**config.mk**
```make
export PLATFORM = sky130hd
export DESIGN_NAME = icdf_search
export DESIGN_NICKNAME = d
export VERILOG_FILES = /design/src/icdf_pkg.sv /design/src/icdf_search.sv
export SDC_FILE = /design/constraint.sdc
export NUM_CORES = 1
export LEC_CHECK = 0
export ABC_CLOCK_PERIOD_IN_PS = 15600
export BUFFER_PORTS_ARGS = -buffer_cell sky130_fd_sc_hd__buf_2
export CORE_ASPECT_RATIO = 1.4
export CORE_MARGIN = 2
export CORE_UTILIZATION = 40
export DETAILED_ROUTE_END_ITERATION = 6
export GPL_TIMING_DRIVEN = 0
export PLACE_DENSITY_LB_ADDON = 0.2
export SKIP_CTS_REPAIR_TIMING = 1
export SLEW_MARGIN = 20
export SYNTH_ARGS = -nofsm -noshare
export SYNTH_HDL_FRONTEND = slang
export SYNTH_SLANG_ARGS = --single-unit
```
**constraint.sdc**
```tcl
create_clock -name clk -period 15.6 [get_ports clk]
set_clock_uncertainty 0.2 [all_clocks]
set_input_delay 2.34 -clock clk [delete_from_list [all_inputs] [get_ports clk]]
set_output_delay 2.34 -clock clk [all_outputs]
set_load 0.02 [all_outputs]
```
**src/icdf_pkg.sv**
```systemverilog
// ----------------------------------------------------------------------------
// icdf_pkg
// Shared constants and types of the inverse-CDF angle sampler: table geometry,
// field widths, energy band reciprocal, item kinds and layout, table write port.
// ----------------------------------------------------------------------------
`default_nettype none

package icdf_pkg;

  // table geometry
  localparam int ROWS          = 70;
  localparam int ENTRIES       = 181;
  localparam int FRACTION_BITS = 16;
  localparam int DEPTH         = ROWS * ENTRIES;

  localparam int ENTRY_W = FRACTION_BITS + 1;
  localparam int ADDR_W  = (DEPTH > 1) ? $clog2(DEPTH) : 1;
  localparam int ROW_W   = (ROWS > 1) ? $clog2(ROWS) : 1;
  localparam int IDX_W   = $clog2(ENTRIES);

  // fixed field widths
  localparam int OP_W     = 1;
  localparam int ROWIN_W  = 7;
  localparam int ANGLE_W  = 8;
  localparam int CDF_W    = 17;
  localparam int ENERGY_W = 11;
  localparam int RAND_W   = 16;
  localparam int IN_W     = ROWIN_W + ANGLE_W + CDF_W + ENERGY_W + RAND_W;
  localparam int TDATA_W  = ((IN_W + 7) / 8) * 8;

  // energy band: row = (energy + BAND_KEV/2) / BAND_KEV - 1 via reciprocal
  localparam int BAND_KEV    = 10;
  localparam int RECIP_SHIFT = 16;
  localparam int RECIP       = (2 ** RECIP_SHIFT + BAND_KEV - 1) / BAND_KEV;
  localparam int RECIP_W     = $clog2(RECIP + 1);
  localparam int SUM_W       = ENERGY_W + 1;
  localparam int QUO_W       = SUM_W;

  // item kinds
  localparam logic [OP_W-1:0] OP_WRITE  = 1'b0;
  localparam logic [OP_W-1:0] OP_SAMPLE = 1'b1;

  typedef struct packed {
    logic [OP_W-1:0]     op;
    logic [ROWIN_W-1:0]  row_index;
    logic [ANGLE_W-1:0]  angle_index;
    logic [CDF_W-1:0]    cdf_value;
    logic [ENERGY_W-1:0] energy_kev;
    logic [RAND_W-1:0]   random_value;
  } item_t;

  typedef struct packed {
    logic               we;
    logic [ADDR_W-1:0]  addr;
    logic [ENTRY_W-1:0] data;
  } ram_wr_t;

endpackage

`default_nettype wire

```
**src/icdf_search.sv**
```systemverilog
// ----------------------------------------------------------------------------
// icdf_search
// Item sequencer: stores table entries and runs the binary search of one
// table row per sample item, one probe per cycle against the RAM.
// ----------------------------------------------------------------------------
`default_nettype none

module icdf_search (
  input  wire logic                               clk,
  input  wire logic                               rst,
  input  wire logic                               in_valid,
  output logic                                    in_ready,
  input  wire icdf_pkg::item_t                    in_item,
  output logic                                    res_valid,
  input  wire logic                               res_ready,
  output logic [icdf_pkg::ANGLE_W-1:0]            res_angle,
  output icdf_pkg::ram_wr_t                       ram_wr,
  output logic [icdf_pkg::ADDR_W-1:0]             ram_raddr,
  input  wire logic [icdf_pkg::ENTRY_W-1:0]       ram_rdata
);

  localparam logic [2:0] S_IDLE  = 3'd0;
  localparam logic [2:0] S_WR    = 3'd1;
  localparam logic [2:0] S_ROW   = 3'd2;
  localparam logic [2:0] S_START = 3'd3;
  localparam logic [2:0] S_CMP   = 3'd4;
  localparam logic [2:0] S_DONE  = 3'd5;

  localparam logic [icdf_pkg::IDX_W-1:0] IDX_LAST =
    icdf_pkg::IDX_W'(icdf_pkg::ENTRIES - 1);
  localparam logic [icdf_pkg::IDX_W-1:0] IDX_MID0 = IDX_LAST >> 1;

  logic [2:0]                       state;
  logic [2:0]                       state_next;
  icdf_pkg::item_t                  item;
  logic                             wr_ok;
  logic [icdf_pkg::ROW_W-1:0]       row;
  logic [icdf_pkg::ADDR_W-1:0]      base;
  logic [icdf_pkg::IDX_W-1:0]       lo;
  logic [icdf_pkg::IDX_W-1:0]       hi;
  logic [icdf_pkg::IDX_W-1:0]       mid;
  logic [icdf_pkg::IDX_W-1:0]       lo_next;
  logic [icdf_pkg::IDX_W-1:0]       hi_next;
  logic [icdf_pkg::IDX_W-1:0]       mid_next;

  logic                             accept;
  logic [icdf_pkg::SUM_W-1:0]       band_sum;
  logic [icdf_pkg::SUM_W+icdf_pkg::RECIP_W-1:0] band_prod;
  logic [icdf_pkg::QUO_W-1:0]       band_quo;
  logic [icdf_pkg::QUO_W-1:0]       band_dec;
  logic [icdf_pkg::ROW_W-1:0]       row_sel;

  assign in_ready = (state == S_IDLE);
  assign accept   = in_valid && in_ready;

  // energy band by reciprocal multiply; exact over the whole 11-bit range
  always_comb begin
    band_sum  = icdf_pkg::SUM_W'(in_item.energy_kev) +
                icdf_pkg::SUM_W'(icdf_pkg::BAND_KEV / 2);
    band_prod = (icdf_pkg::SUM_W + icdf_pkg::RECIP_W)'(band_sum) *
                (icdf_pkg::SUM_W + icdf_pkg::RECIP_W)'(icdf_pkg::RECIP);
    band_quo  = icdf_pkg::QUO_W'(band_prod >> icdf_pkg::RECIP_SHIFT);
    band_dec  = (band_quo != '0) ? band_quo - 1'b1 : band_quo;
    if (band_dec > (icdf_pkg::ROWS - 1)) begin
      row_sel = icdf_pkg::ROW_W'(icdf_pkg::ROWS - 1);
    end else begin
      row_sel = icdf_pkg::ROW_W'(band_dec);
    end
  end

  // one search step on the entry read last cycle
  always_comb begin
    lo_next = lo;
    hi_next = hi;
    if (ram_rdata >= icdf_pkg::ENTRY_W'(item.random_value)) begin
      hi_next = mid;
    end else begin
      lo_next = mid + 1'b1;
    end
    mid_next = lo_next + ((hi_next - lo_next) >> 1);
  end

  always_comb begin
    if (state == S_START) begin
      ram_raddr = base + icdf_pkg::ADDR_W'(IDX_MID0);
    end else begin
      ram_raddr = base + icdf_pkg::ADDR_W'(mid_next);
    end
  end

  always_comb begin
    ram_wr.we   = (state == S_WR) && wr_ok;
    ram_wr.addr = icdf_pkg::ADDR_W'(item.row_index) *
                  icdf_pkg::ADDR_W'(icdf_pkg::ENTRIES) +
                  icdf_pkg::ADDR_W'(item.angle_index);
    ram_wr.data = icdf_pkg::ENTRY_W'(item.cdf_value);
  end

  always_comb begin
    state_next = state;
    unique case (state)
      S_IDLE: begin
        if (accept) begin
          state_next = (in_item.op == icdf_pkg::OP_WRITE) ? S_WR : S_ROW;
        end
      end
      S_WR:    state_next = S_DONE;
      S_ROW:   state_next = S_START;
      S_START: state_next = S_CMP;
      S_CMP: begin
        if (lo_next >= hi_next) begin
          state_next = S_DONE;
        end
      end
      S_DONE: begin
        if (res_ready) begin
          state_next = S_IDLE;
        end
      end
      default: state_next = S_IDLE;
    endcase
  end

  always_ff @(posedge clk) begin
    if (rst) begin
      state <= S_IDLE;
    end else begin
      state <= state_next;
    end
  end

  always_ff @(posedge clk) begin
    if (accept) begin
      item  <= in_item;
      row   <= row_sel;
      wr_ok <= (in_item.row_index < icdf_pkg::ROWS) &&
               (in_item.angle_index < icdf_pkg::ENTRIES);
    end
    case (state)
      S_WR: begin
        lo <= '0;
      end
      S_ROW: begin
        base <= icdf_pkg::ADDR_W'(row) * icdf_pkg::ADDR_W'(icdf_pkg::ENTRIES);
      end
      S_START: begin
        lo  <= '0;
        hi  <= IDX_LAST;
        mid <= IDX_MID0;
      end
      S_CMP: begin
        lo  <= lo_next;
        hi  <= hi_next;
        mid <= mid_next;
      end
      default: begin
      end
    endcase
  end

  assign res_valid = (state == S_DONE);
  assign res_angle = icdf_pkg::ANGLE_W'(lo);

  // search interval is never empty while a probe is in flight
  assert property (@(posedge clk) disable iff (rst)
    (state == S_CMP) |-> (lo < hi))
    else $error("search interval empty during probe");

  // the probe always lies inside the interval
  assert property (@(posedge clk) disable iff (rst)
    (state == S_CMP) |-> (mid >= lo && mid < hi))
    else $error("probe outside search interval");

  // a stored entry always lands inside the table
  assert property (@(posedge clk) disable iff (rst)
    ram_wr.we |-> (ram_wr.addr < icdf_pkg::DEPTH))
    else $error("table write out of range");

  // a result never exceeds the last angle
  assert property (@(posedge clk) disable iff (rst)
    res_valid |-> (lo <= IDX_LAST))
    else $error("result angle out of range");

  // a write item always returns angle zero
  assert property (@(posedge clk) disable iff (rst)
    (state == S_WR) |=> (res_valid && res_angle == '0))
    else $error("write item result not zero");

endmodule

`default_nettype wire

```
==> results by group <==
Logic synthesis
  • Unique masters post-synth: 59
  • Adder-Cell Fraction of Synth Area: 0.365
  • Syn nets: 1,379
  • Prevailing post-synth register cell: edfxtp_1
  • Complex-gate fraction of the synthesized area: 0.0996
  • Synth warn: 0
  • Most common cell in the synthesized netlist: ha_1
  • XOR/XNOR Fraction of Synth Area: 0.0690
  • Largest family of logic cells by synthesized area: adder cells
  • Avg Cell Area, Syn: 10.2 um^2
  • Post-synthesis mux area share: 0.0190
  • Simple-gate area share of the yosys netlist: 0.0881
  • Number of enable flip-flop cells after synthesis: 94
  • #FFs+latches synth: 97
  • Post-Syn Area: 10,500 um^2
  • Synth area leaders: edfxtp_1 27%, ha_1 24%, fa_1 12%, inv_1 6.8%, xnor2_1 5.1%
  • Synthesized netlist cell count: 1,029
  • Sequential area share after synthesis: 0.274
  • Synth top cells by count: 205 x ha_1, 192 x inv_1, 94 x edfxtp_1, 64 x fa_1, 61 x xnor2_1
  • Synth area leader: edfxtp_1
  • Synth top area share: 0.268
  • Post-synth ARST share: 0

Global routing
  • First-pass GRT wire length: 36.6 mm
  • Largest net degree at the start of global routing: 57
  • GRT Util Overall: 0.165
  • GR Util met1: 0.177
  • Number of global-route vias before repair: 7,829
  • Met2 GRT Util: 0.324
  • Met3 usage: 0.0249
  • Overflow after GRT: 0
  • Antenna violations before repair: 1
  • Top Usage Layer GRT: met2

Setup path
  • WP buf/inv: 4
  • FF-to-FF Start: item[1]
  • Crit-path max cell delay: 0.60 ns
  • Critical Path End: ram_raddr[10]
  • Max FO, Critical Path: 10
  • Crit path launch type: input port
  • Crit. End Element: output pin
  • Kind of cell adding the most delay to the critical path: compound AO/OA/AOI/OAI gates
  • CP required: 13.06 ns
  • Reg2Reg Depth: 25
  • CP max-delay cell: a31oi_1
  • Most used cell, CP: ha_1
  • CP arrival: 8.92 ns
  • Critical path class: in2out
  • Reg2reg setup slack: 9.54 ns
  • Critical path depth: 31
  • Worst Setup SP: ram_rdata[1]
  • Critical R2R Capture: mid[7]

Final layout
  • Area Overhead vs Synth: 13.6%
  • Final net count: 1,527
  • Fillers: 2,526
  • Layout cells sized above 1: 0.166

Timing
  • Unrepaired setup endpoints after global routing: no
  • Fmax: 87.3 MHz
  • Minimum clock period after layout: 11.46 ns
  • Fin crit share: 0.734
  • Endpoints failing setup: 0
  • Relative slew slack: 0.457
  • Total negative slack: 0 ns
  • Fin. max-slew vios: 0
  • WHS: 0.341 ns
  • Worst-margin pin slew: 0.804 ns
  • Fin. Hold Viols: 0

Clock network
  • CTS tree: built
  • CTS max path bufs: 2
  • Reg clk slew, reported paths: 0.07 ns
  • CTS Sinks: 97
  • H-tree depth: 3
  • Worst-Skew Late Latency: 0.36 ns
  • CTS buffer count: 9
  • Root Buffer: clkbuf_16

Detailed routing
  • DRT Wirelength: 21.9 mm
  • Detail-routed via count per cell: 4.94
  • Final ANT Viol Nets: 0
  • WL/cell: 14.5 um
  • Via count: 7,445
  • # DRC: 0
  • DR pass1 iterations: 4
  • First DRT Iteration DRCs: 169

Floorplanning
  • Die extent in x: 141 um
  • Die height: 196 um
  • Row Count: 70
  • Top Ports: 137
  • Core footprint: 26,000 um^2
  • Die Area: 27,700 um^2
  • Initial Utilization: 0.405

Place
  • Port buffer count: 136
  • GP Congestion: 0.862
  • DP HPWL: 18.9 mm

Outcome
  • Outcome: complete, no violations

Flow run
  • Max-cap violations: 0

Worst hold path
  • Tightest Hold Check Type: reg2reg
  • Worst hold start: row[1]
[how the worst min path moves through the flow]
stage                     endpoint  slack (ns)  cells after the start
after floorplan            base[1]        0.26                      0
after global placement     base[1]        0.33                      0
after global routing       base[1]        0.38                      0
final                      base[1]        0.34                      0
after CTS                  base[1]        0.36                      0
after detailed placement   base[1]        0.33                      0
[per-stage QoR]
stage	instance area [um^2]	util	std cells	setup slack [ns]
finish	12000	0.460	1507	4.14
global route	12000	0.460	1506	3.53
CTS	12000	0.460	1506	4.09
detailed placement	11600	0.447	1490	4.10
global placement	11600	0.447	1489	4.18
floorplan	10500	-	1029	5.17
[state kept, by name (all words and copies together), names as in the netlist]
register / flops
wr_ok: 1
ram_wr: 17
item: 31
row: 7
mid: 8
hi: 8
res_angle: 8
base: 14
state: 3
[final cells by class]
type	count	area (um^2)	area share
inverters	192	721	0.0602
flip-flops and latches	97	2880	0.241
well taps	324	405	0.0339
clock buffers	9	225	0.0188
repair buffers	137	688	0.0575
clock inverters	7	103	0.00857
plain buffers	31	183	0.0153
multi-input cells	709	6760	0.565
diodes	1	2.50	0.000209
[metal layers]
layer | vias to the layer above | part of all wire
met5 | - | 0
met4 | 0 | 0.020
met3 | 22 | 0.046
met2 | 143 | 0.54
met1 | 3486 | 0.39
li1 | 3794 | -
[layout by cell type (no fill, tap or decap), types with 12 or more instances in the layout]
cell type	instances
o21ai_0	25
xnor2_1	61
nor2_1	45
o21a_1	12
clkbuf_1	12
a21o_1	17
buf_4	18
xor2_1	22
nand2b_1	16
inv_1	192
nand3_1	13
fa_1	64
o21bai_1	15
edfxtp_1	94
ha_1	205
nand2_1	27
nor2b_1	13
a21oi_1	47
buf_2	138
[cells by family after synthesis]
family          after synthesis
fa+ha+maj                   269
buf+inv                     223
simple gates                178
compound gates              160
flops                        97
xor+xnor                     83
mux                          19
Power is left out: the tool's default activity adds up to more than one toggle a clock period on the data nets, which glitch-free logic cannot reach.
