<file path="config.mk">
export PLATFORM = sky130hd
export DESIGN_NAME = icdf_ram
export DESIGN_NICKNAME = d
export VERILOG_FILES = /design/src/icdf_ram.sv
export SDC_FILE = /design/constraint.sdc
export NUM_CORES = 1
export LEC_CHECK = 0
export ABC_AREA = 1
export BUFFER_PORTS_ARGS = -buffer_cell sky130_fd_sc_hd__buf_4
export CAP_MARGIN = 10
export CELL_PAD_IN_SITES_DETAIL_PLACEMENT = 0
export CELL_PAD_IN_SITES_GLOBAL_PLACEMENT = 1
export CORE_ASPECT_RATIO = 1.25
export CORE_MARGIN = 2
export CORE_UTILIZATION = 40
export CTS_CLUSTER_DIAMETER = 80
export DETAILED_ROUTE_END_ITERATION = 7
export PLACE_DENSITY = 0.72
export RECOVER_POWER = 50
export REMOVE_ABC_BUFFERS = 1
export SLEW_MARGIN = 20
export SYNTH_ARGS = -nofsm -noshare
export SYNTH_HDL_FRONTEND = slang
export SYNTH_SLANG_ARGS = --single-unit
</file>
<file path="constraint.sdc">
create_clock -name clk -period 1.62 [get_ports clk]
set_input_delay 0.405 -clock clk [delete_from_list [all_inputs] [get_ports clk]]
set_output_delay 0.405 -clock clk [all_outputs]
set_load 0.01 [all_outputs]
</file>
<file path="src/icdf_ram.sv">
// ----------------------------------------------------------------------------
// icdf_ram
// Generic simple dual-port RAM: one write port, one read port, read data
// registered. Contents undefined until written.
// ----------------------------------------------------------------------------
`default_nettype none

module icdf_ram #(
  parameter int WIDTH = 8,
  parameter int DEPTH = 16
) (
  input  wire logic                               clk,
  input  wire logic                               we,
  input  wire logic [((DEPTH > 1) ? $clog2(DEPTH) : 1)-1:0] waddr,
  input  wire logic [WIDTH-1:0]                   wdata,
  input  wire logic [((DEPTH > 1) ? $clog2(DEPTH) : 1)-1:0] raddr,
  output logic      [WIDTH-1:0]                   rdata
);

  logic [WIDTH-1:0] mem [DEPTH];

  always_ff @(posedge clk) begin
    if (we) begin
      mem[waddr] <= wdata;
    end
    rdata <= mem[raddr];
  end

endmodule

`default_nettype wire

</file>
==> reports/results.txt, run 1 <==
Status - complete, no violations
Max FO, Critical Path - 1
Post-Synthesis Cells - 551
Area after DPL - 6240 um^2
FF-to-FF End - rdata[3]$_DFF_P_
Nets - 613
Post-synthesis compound-gate area fraction - 0%
Sequential share of the synthesized area - 69.4%
Max Cap Viol - 0
Largest net degree at the start of global routing - 65
Int Power - 6.60 mW
Ant. Diodes - 0
Final instance area - 6810 um^2
Buffers on Ports - 25
Critical path depth in cells - 1
Reg clk slew, reported paths - 0.06 ns
Commonest non-fill, non-tap cell in the layout - nand2_1
Arrival time worst endpoint - 0.91 ns
Clock Latency Late Sink - 0.41 ns
Fin crit share - 81.3%
Worst IR drop on VDD - 0.612 mV
HPWL Detailed - 8170 um
Startpoint Class - register
Fin worst setup slack - 0.303 ns
Hold crit path type - input port to register
Switching Share - 21.0%
Reg power frac - 47.5%
Wirelength, routed - 12800 um
Vias - 3717
Clock share of power - 46.5%
Routed Antenna Nets - 0
Reg2Reg Setup Slack - 0.65 ns
GPL Wtd Cong - 0.787
Power per cell area - 1230 nW/um^2
# IOs - 26
Max incr delay on CP - 0.36 ns
Footprint of the multi-input gates - 1210 um^2
CP cell instances - buf_4
Largest buffer count on any clock path - 2
Multiplexer share of the synthesized area - 0%
Gr ovfl total - 0
Slew Viols, Final - 0
Post-Synth Simple-Gate Area - 21.0%
Number of antenna violations at the first check in global routing - 0
Sw Pwr - 1.75 mW
Die height - 138 um
Type of the worst setup path - register to output port
Largest family of logic cells by synthesized area - simple AND/OR/NAND/NOR gates
Worst setup endpoint - rdata[2]
Delay-heaviest family, CP - flip-flops
Post-CTS Setup Bufs - 0
Worst setup EP type - output port
Synthesized area - 5770 um^2
Initial Utilization - 40.5%
Post_cts resized - 0
FMAX - 759 MHz
FILL cells - 1313
Initial DRC Count - 244
Total chip power - 8.35 mW
Most frequent cells in the layout - nand2_1, edfxtp_1, inv_1
Cell with the largest stage delay on the worst path - dfxtp_1
WL/cell - 16.2 um
Xor/xnor share of the synthesized area - 0%
Synth Area in Adders - 0%
Hold Fails Final Rpt - 0
WP data required - 1.21 ns
Router iterations before antenna repair - 5
Pre-CTS setup slack - 0.133 ns
Die area - 15400 um^2
Minimum clock period - 1.32 ns
#FFs+latches synth - 136
Slew headroom - 48.9%
Logic pwr share - 6.0%
Mapped Avg Cell Area - 10.5 um^2
Hold_buf cts - 0
CTS root buf - clkbuf_16
Worst hold start - raddr[3]
Total GRT Usage - 17.6%
WP buf/inv - 1
Core area - 14200 um^2
Unique masters post-synth - 12
Setup TNS - 0 ns
Inserted Clock Buffers - 17
DR DRC count - 0
Die X - 111 um
Flip-flop and latch area - 4000 um^2
First-pass GRT wire length - 20500 um
Site Rows - 49
Final setup vio count - 0
RSZ-0062 raised after global routing - no
Post-route clock skew - 0.00458 ns
P&R area growth vs syn - 18.1%
CTS tree - yes
H-tree Lvls - 4
Drt via density - 4.73
Fraction of layout cells with a size suffix above 1 - 11.8%
Slew at the pin closest to its max-slew limit - 0.766 ns
Final core utilization - 47.9%
Worst setup startpoint - rdata[2]$_DFF_P_
Leak pwr - 2.93 nW
CTS sink cnt - 136
Path depth of the worst reg2reg path - 6
Vias in the first global route - 3737
R2r startpoint - mem[7][3]$_DFFE_PP_
Synth warn - 0
sequential cells by signal, summed over array words and instances, names as in the netlist:
signal,count
rdata,8
mem,128
synth_stat cells:
cell | count | area (um^2)
nand2_1 | 173 | 649
dfxtp_1 | 8 | 160
buf_4 | 4 | 30.0
buf_1 | 1 | 3.75
edfxtp_1 | 128 | 3840
nor2_1 | 17 | 63.8
buf_6 | 6 | 67.6
buf_2 | 13 | 65.1
nand3_1 | 97 | 485
inv_2 | 2 | 7.51
inv_1 | 100 | 375
nand3b_1 | 2 | 15.0
layer usage:
metal,part of all wire (%),GRT usage [%],vias to the layer above
li1,-,-,1858
met1,42,21.8,1756
met2,52,30.5,85
met3,3.6,3.51,18
met4,1.7,6.43,0
met5,0,0,-
power by group through the flow:
| stage | logic [mW] | clock network, mW | registers, mW |
|---|---|---|---|
| floorplan | 0.212 | 0 | 4.04 |
| global placement | 0.508 | 0 | 4.04 |
| detailed placement | 0.517 | 0 | 4.04 |
| CTS | 0.519 | 3.96 | 3.96 |
| global route | 0.560 | 4.10 | 3.97 |
| finish | 0.499 | 3.89 | 3.96 |
worst reg2reg max path, delay by kind of cell (launching register included):
kind / cells / cell delay (ns)
AND/OR/NAND/NOR: 5 / 0.44
buffers and inverters: 1 / 0.06
flip-flops: 1 / 0.37
logic make-up (layout without fill, tap and decap cells):
family,count (synthesis),in the layout
buffers and inverters,126,183
DFF,136,136
and+or+nand+nor,289,289
metrics by stage:
step                instances  hold WS [ns]
floorplan                 527         0.504
global placement          754         0.646
detailed placement        754         0.638
CTS                       786         0.306
global route              786         0.340
finish                    786         0.343
how the worst min path moves through the flow:
stage / endpoint / cells past startpoint
final: rdata[1]$_DFF_P_ / 3
after floorplan: mem[0][0]$_DFFE_PP_ / 0
after global routing: rdata[1]$_DFF_P_ / 3
after detailed placement: rdata[6]$_DFF_P_ / 6
after CTS: mem[0][2]$_DFFE_PP_ / 1
after global placement: rdata[0]$_DFF_P_ / 6
final cells by class:
class                   instances  share of cell area (%)
clock buffers                  20                    6.70
multi-input cells             289                    17.8
flip-flops and latches        136                    58.8
repair buffers                 49                    5.58
inverters                     102                    5.62
well taps                     178                    3.27
clock inverters                12                    2.22
Note: power is estimated with default switching activity, not from simulation.
==> inputs of run 2 (changes only) <==
--- a/config.mk
+++ b/config.mk
@@ -5,7 +5,7 @@
 export SDC_FILE = /design/constraint.sdc
 export NUM_CORES = 1
 export LEC_CHECK = 0
-export ABC_AREA = 1
+export ABC_AREA = 0
 export BUFFER_PORTS_ARGS = -buffer_cell sky130_fd_sc_hd__buf_4
 export CAP_MARGIN = 10
 export CELL_PAD_IN_SITES_DETAIL_PLACEMENT = 0
@@ -15,7 +15,7 @@
 export CORE_UTILIZATION = 40
 export CTS_CLUSTER_DIAMETER = 80
 export DETAILED_ROUTE_END_ITERATION = 7
-export PLACE_DENSITY = 0.72
+export PLACE_DENSITY = 0.69
 export RECOVER_POWER = 50
 export REMOVE_ABC_BUFFERS = 1
 export SLEW_MARGIN = 20
==> constraint.sdc (replaced) <==
create_clock -name clk -period 1.17 [get_ports clk]
set_input_delay 0.2925 -clock clk [delete_from_list [all_inputs] [get_ports clk]]
set_output_delay 0.2925 -clock clk [all_outputs]
set_load 0.01 [all_outputs]
==> reports/results.txt, run 2 <==
Inserted Clock Buffers - 17
Largest net degree at the start of global routing - 17
CTS sink cnt - 136
Site Rows - 46
Total GRT Usage - 14.4%
# IOs - 26
CTS root buf - clkbuf_16
Gr ovfl total - 0
Sequential share of the synthesized area - 77.8%
Number of antenna violations at the first check in global routing - 0
Arrival time worst endpoint - 1.54 ns
R2r startpoint - mem[10][0]$_DFFE_PP_
Max Cap Viol - 0
Main synth FF type - edfxtp_1
Power per cell area - 1720 nW/um^2
Routed Antenna Nets - 0
Slew Viols, Final - 0
Startpoint Class - register
H-tree Lvls - 4
Commonest non-fill, non-tap cell in the layout - edfxtp_1
Worst IR drop on VDD - 0.832 mV
Router iterations before antenna repair - 5
Fin worst setup slack - -0.0809 ns
Total chip power - 10.8 mW
Post-CTS Setup Bufs - 0
FILL cells - 1003
Worst setup endpoint - rdata[0]$_DFF_P_
Leak pwr - 2.08 nW
HPWL Detailed - 6390 um
Post-synth top area share - 74.7%
Post-route clock skew - 0.00678 ns
Asr flop ratio synth - 0%
Unique masters post-synth - 19
WL/cell - 19.9 um
Wirelength, routed - 9480 um
Max reg flops - 128
FMAX - 799 MHz
Global-route track usage on met1 - 17.5%
Failing checks - negative setup slack
Met3 Track Usage GR - 3.57%
Hold Fails Final Rpt - 0
Initial DRC Count - 162
Worst setup startpoint - mem[10][0]$_DFFE_PP_
Path depth of the worst reg2reg path - 3
GPL Wtd Cong - 0.690
Largest buffer count on any clock path - 2
Slew at the pin closest to its max-slew limit - 0.911 ns
Drt via density - 5.08
FF-to-FF End - rdata[0]$_DFF_P_
WP data required - 1.46 ns
Synth top cells by count - edfxtp_1, mux4_2, a22oi_1
Most frequent cells in the layout - edfxtp_1, buf_4, mux4_2
Final setup vio count - 8
Hold crit path type - input port to register
Largest regs - mem (128), rdata (8)
Buffers on Ports - 25
Fin crit share - 107%
Synthesized area - 5150 um^2
Mapped Avg Cell Area - 22.5 um^2
Type of the worst setup path - register to register
Clock Latency Late Sink - 0.41 ns
Post-Synthesis Cells - 229
Reg with most FFs - mem
Setup TNS - -0.535 ns
Worst setup EP type - register
Most used routing layer - met2
CTS tree - yes
#FFs+latches synth - 136
Vias - 2419
Met2 usage - 24.2%
Reg2Reg Setup Slack - -0.08 ns
Largest cells by area after synthesis - edfxtp_1, mux4_2, mux4_1
Minimum clock period - 1.25 ns
Die X - 105 um
Fraction of layout cells with a size suffix above 1 - 37.3%
Largest area contributor in the netlist - edfxtp_1
Reg clk slew, reported paths - 0.05 ns
Initial Utilization - 40.8%
Max FO, Critical Path - 1
Synth warn - 0
DR DRC count - 0
Die height - 131 um
Status - finished with violations
Footprint of the multi-input gates - 1070 um^2
Post-synth EDFFs - 128
Cell with the most instances after synthesis - edfxtp_1
Core area - 12600 um^2
First-pass GRT wire length - 14100 um
Flip-flop and latch area - 4010 um^2
Min-Delay Path Depth - 3
Slew headroom - 39.1%
P&R area growth vs syn - 21.8%
Nets - 313
RSZ-0062 raised after global routing - yes
Die area - 13800 um^2
Vias in the first global route - 2524
Ant. Diodes - 0
==> run 2: cell count changes in the layout (fill, tap and decap cells not counted), sizes merged, moves of 10 or more <==
cell | before | now
nand2 | 173 | 9
inv | 102 | 0
nand3 | 97 | 1
mux4 | 0 | 32
a22oi | 0 | 16
buf | 39 | 49
==> run 2: through the flow <==
| stage | setup WS (ns) | hold slack, ns | util, % | cell area (um^2) | cells |
|---|---|---|---|---|---|
| 2_1_floorplan | -0.615 | 0.391 | - | 5060 | 219 |
| 3_3_place_gp | -0.445 | 0.586 | 45.7 | 5760 | 444 |
| 3_5_place_dp | -0.481 | 0.604 | 45.7 | 5760 | 444 |
| 4_1_cts | -0.0883 | 0.175 | 50.0 | 6300 | 476 |
| 5_1_grt | -0.143 | 0.385 | 49.8 | 6270 | 476 |
| 6_report | -0.0809 | 0.381 | 49.8 | 6270 | 476 |
==> run 2: worst max-delay path: stages, from the launching register on <==
cell	delay, ns
edfxtp_1	0.38
mux4_2	0.48
a22oi_2	0.20
nand2_1	0.08
==> run 2: metal layers <==
layer | part of all wire, % | vias to the layer above
li1 | - | 1088
met4 | 1.2 | 0
met3 | 3.7 | 9
met2 | 53 | 53
met5 | 0 | -
met1 | 42 | 1269
==> run 2: cells by family (layout without fill, tap and decap cells) <==
logic type | after synthesis | count (layout) | share of synthesized area (%)
flops | 136 | 136 | 77.8
simple gates | 35 | 35 | 3.18
mux | 32 | 32 | 15.0
compound gates | 16 | 16 | 2.33
buf+inv | 10 | 89 | 1.68
==> run 2: worst min path at each step <==
stage | slack, ns | to | start
after floorplan | 0.39 | mem[0][0]$_DFFE_PP_ | wdata[0]
after global placement | 0.59 | mem[5][3]$_DFFE_PP_ | wdata[3]
after detailed placement | 0.60 | mem[6][7]$_DFFE_PP_ | wdata[7]
after CTS | 0.18 | mem[2][7]$_DFFE_PP_ | wdata[7]
after global routing | 0.38 | mem[4][2]$_DFFE_PP_ | waddr[0]
final | 0.38 | mem[4][2]$_DFFE_PP_ | waddr[0]
==> run 2: cell type report <==
type	count	share of cell area, %
Multi-Input combinational cell	83	17.0
Clock buffer	22	7.08
Tap cell	168	3.35
Sequential cell	136	63.9
Timing Repair Buffer	57	7.40
Clock inverter	10	1.28
==> run 2: repair_timing <==
action,CTS,global route
endpoints found under the setup margin,8,10
pin swaps,13,1
gates resized for setup,18,6
hold buffers,0,0
==> run 2: report_power, final <==
group | internal (mW) | leakage, nW | switching (mW) | total [mW]
sequential | 5.45 | 1.22 | 0.0299 | 5.48
combinational | 0.294 | 0.608 | 0.307 | 0.602
clock | 2.88 | 0.250 | 1.79 | 4.68
total | 8.63 | 2.08 | 2.13 | 10.8
==> inputs of run 3 (changes only) <==
--- a/config.mk
+++ b/config.mk
@@ -11,11 +11,11 @@
 export CELL_PAD_IN_SITES_DETAIL_PLACEMENT = 0
 export CELL_PAD_IN_SITES_GLOBAL_PLACEMENT = 1
 export CORE_ASPECT_RATIO = 1.25
-export CORE_MARGIN = 2
+export CORE_MARGIN = 8
 export CORE_UTILIZATION = 40
 export CTS_CLUSTER_DIAMETER = 80
 export DETAILED_ROUTE_END_ITERATION = 7
-export PLACE_DENSITY = 0.69
+export PLACE_DENSITY = 0.67
 export RECOVER_POWER = 50
 export REMOVE_ABC_BUFFERS = 1
 export SLEW_MARGIN = 20
==> constraint.sdc (replaced) <==
create_clock -name clk -period 1.43 [get_ports clk]
set_input_delay 0.3575 -clock clk [delete_from_list [all_inputs] [get_ports clk]]
set_output_delay 0.3575 -clock clk [all_outputs]
set_load 0.01 [all_outputs]
==> reports/results.txt, run 3 (synthesized netlist as in run 2, its figures left out) <==
CP cell instances - mux4_1 > a22oi_2 > nand2_1
HPWL Detailed - 6960 um
Largest buffer count on any clock path - 2
Largest regs - mem (128), rdata (8)
Inserted Clock Buffers - 17
Nets - 313
Leak pwr - 2.21 nW
Setup TNS - 0 ns
Post-route clock skew - 0.00729 ns
Total GRT Usage - 12.7%
Hold_buf cts - 0
Final instance area - 6440 um^2
Most frequent cells in the layout - edfxtp_1, buf_4, mux4_2
Worst IR drop on VDD - 0.790 mV
Cell with the largest stage delay on the worst path - mux4_1
Slew Viols, Final - 0
Type of the worst setup path - register to register
Metal3 WL - 204 um
Max incr delay on CP - 0.53 ns
WL/cell - 20.8 um
Routed Antenna Nets - 0
Minimum clock period - 1.36 ns
Fin worst setup slack - 0.0717 ns
Slew headroom - 52.3%
First-pass GRT wire length - 15500 um
Vias in the first global route - 2695
Reg clk slew, reported paths - 0.06 ns
Worst setup EP type - register
Number of antenna violations at the first check in global routing - 0
Area after DPL - 5760 um^2
H-tree Lvls - 4
Router iterations before antenna repair - 4
Clock Latency Late Sink - 0.40 ns
Power per cell area - 1560 nW/um^2
Top sig layer - met4
GPL Wtd Cong - 0.740
Max Cap Viol - 0
Initial DRC Count - 187
Met2 routed WL - 5560 um
Fraction of layout cells with a size suffix above 1 - 32.5%
DR DRC count - 0
Core area - 12600 um^2
Startpoint Class - register
DRT met1 WL - 3980 um
Ant. Diodes - 0
Wirelength, routed - 9920 um
Pre-CTS setup slack - -0.320 ns
Commonest non-fill, non-tap cell in the layout - edfxtp_1
Final Instance Count excl. Fillers - 476
Max FO, Critical Path - 1
Die X - 117 um
Drt via density - 5.12
Hold Fails Final Rpt - 0
Fin crit share - 95.0%
Reg with most FFs - mem
Gr ovfl total - 0
Die area - 16800 um^2
Die height - 143 um
WP data required - 1.72 ns
Site Rows - 46
Hold crit path type - input port to register
CTS tree - yes
Placed cells - 444
# IOs - 26
P&R area growth vs syn - 25.2%
Arrival time worst endpoint - 1.65 ns
Max reg flops - 128
Largest net degree at the start of global routing - 17
RSZ-0062 raised after global routing - no
FMAX - 736 MHz
Final setup vio count - 0
Post-CTS Setup Bufs - 0
Buffers on Ports - 25
Smallest hold slack - 0.465 ns
CTS sink cnt - 136
Vias - 2438
Initial Utilization - 40.8%
CTS root buf - clkbuf_16
Slew at the pin closest to its max-slew limit - 0.716 ns
Status - complete, no violations
[run 3: changes by cell type in the layout (fill, tap and decap cells not counted), sizes merged]
| cell | delta |
|---|---|
| buf | -3 |
| clkbuf | +1 |
| bufinv | +6 |
| clkinv | -4 |
[run 3: final timing paths]
path,startpoint,cells past startpoint,slack [ns],to
worst max-delay path,mem[0][2]$_DFFE_PP_,3,0.07,rdata[2]$_DFF_P_
worst min-delay path,waddr[0],3,0.46,mem[0][1]$_DFFE_PP_
worst max register to register,mem[0][2]$_DFFE_PP_,3,0.07,rdata[2]$_DFF_P_
worst min register to register,mem[4][0]$_DFFE_PP_,3,0.67,rdata[0]$_DFF_P_
[run 3: worst max-delay path, delay by kind of cell (launching register included)]
family	cells	cell delay, ns
AO/OA/AOI/OAI	1	0.26
flip-flops	1	0.39
multiplexers	1	0.53
AND/OR/NAND/NOR	1	0.08
[run 3: routing by layer]
metal | track usage (%) | vias to the layer above
met3 | 2.77 | 11
met1 | 13.6 | 1273
met5 | 0 | -
li1 | - | 1108
met2 | 23.0 | 46
met4 | 6.69 | 0
[run 3: metrics by stage]
stage	util [%]	power, mW
after floorplan	-	4.75
after global placement	45.7	5.04
after detailed placement	45.7	5.05
after CTS	51.4	10.1
after global routing	51.1	10.3
final	51.1	10.1
[run 3: layout make-up]
cell class,instances,area [um^2]
Multi-Input combinational cell,83,1070
Timing Repair Buffer,57,453
Clock buffer,20,467
Clock inverter,12,244
Sequential cell,136,4000
Fill cell,992,6160
Tap cell,168,210
[run 3: power by group]
part / switching, mW / internal (mW)
registers: 0.0267 / 4.46
clock network: 1.52 / 3.58
logic: 0.243 / 0.223
total: 1.79 / 8.26
[run 3: what timing repair did]
item / 4_1_cts / 5_1_grt
cloned: 0 / 0
endpoints found under the setup margin: 1 / 1
resized for setup: 1 / 1
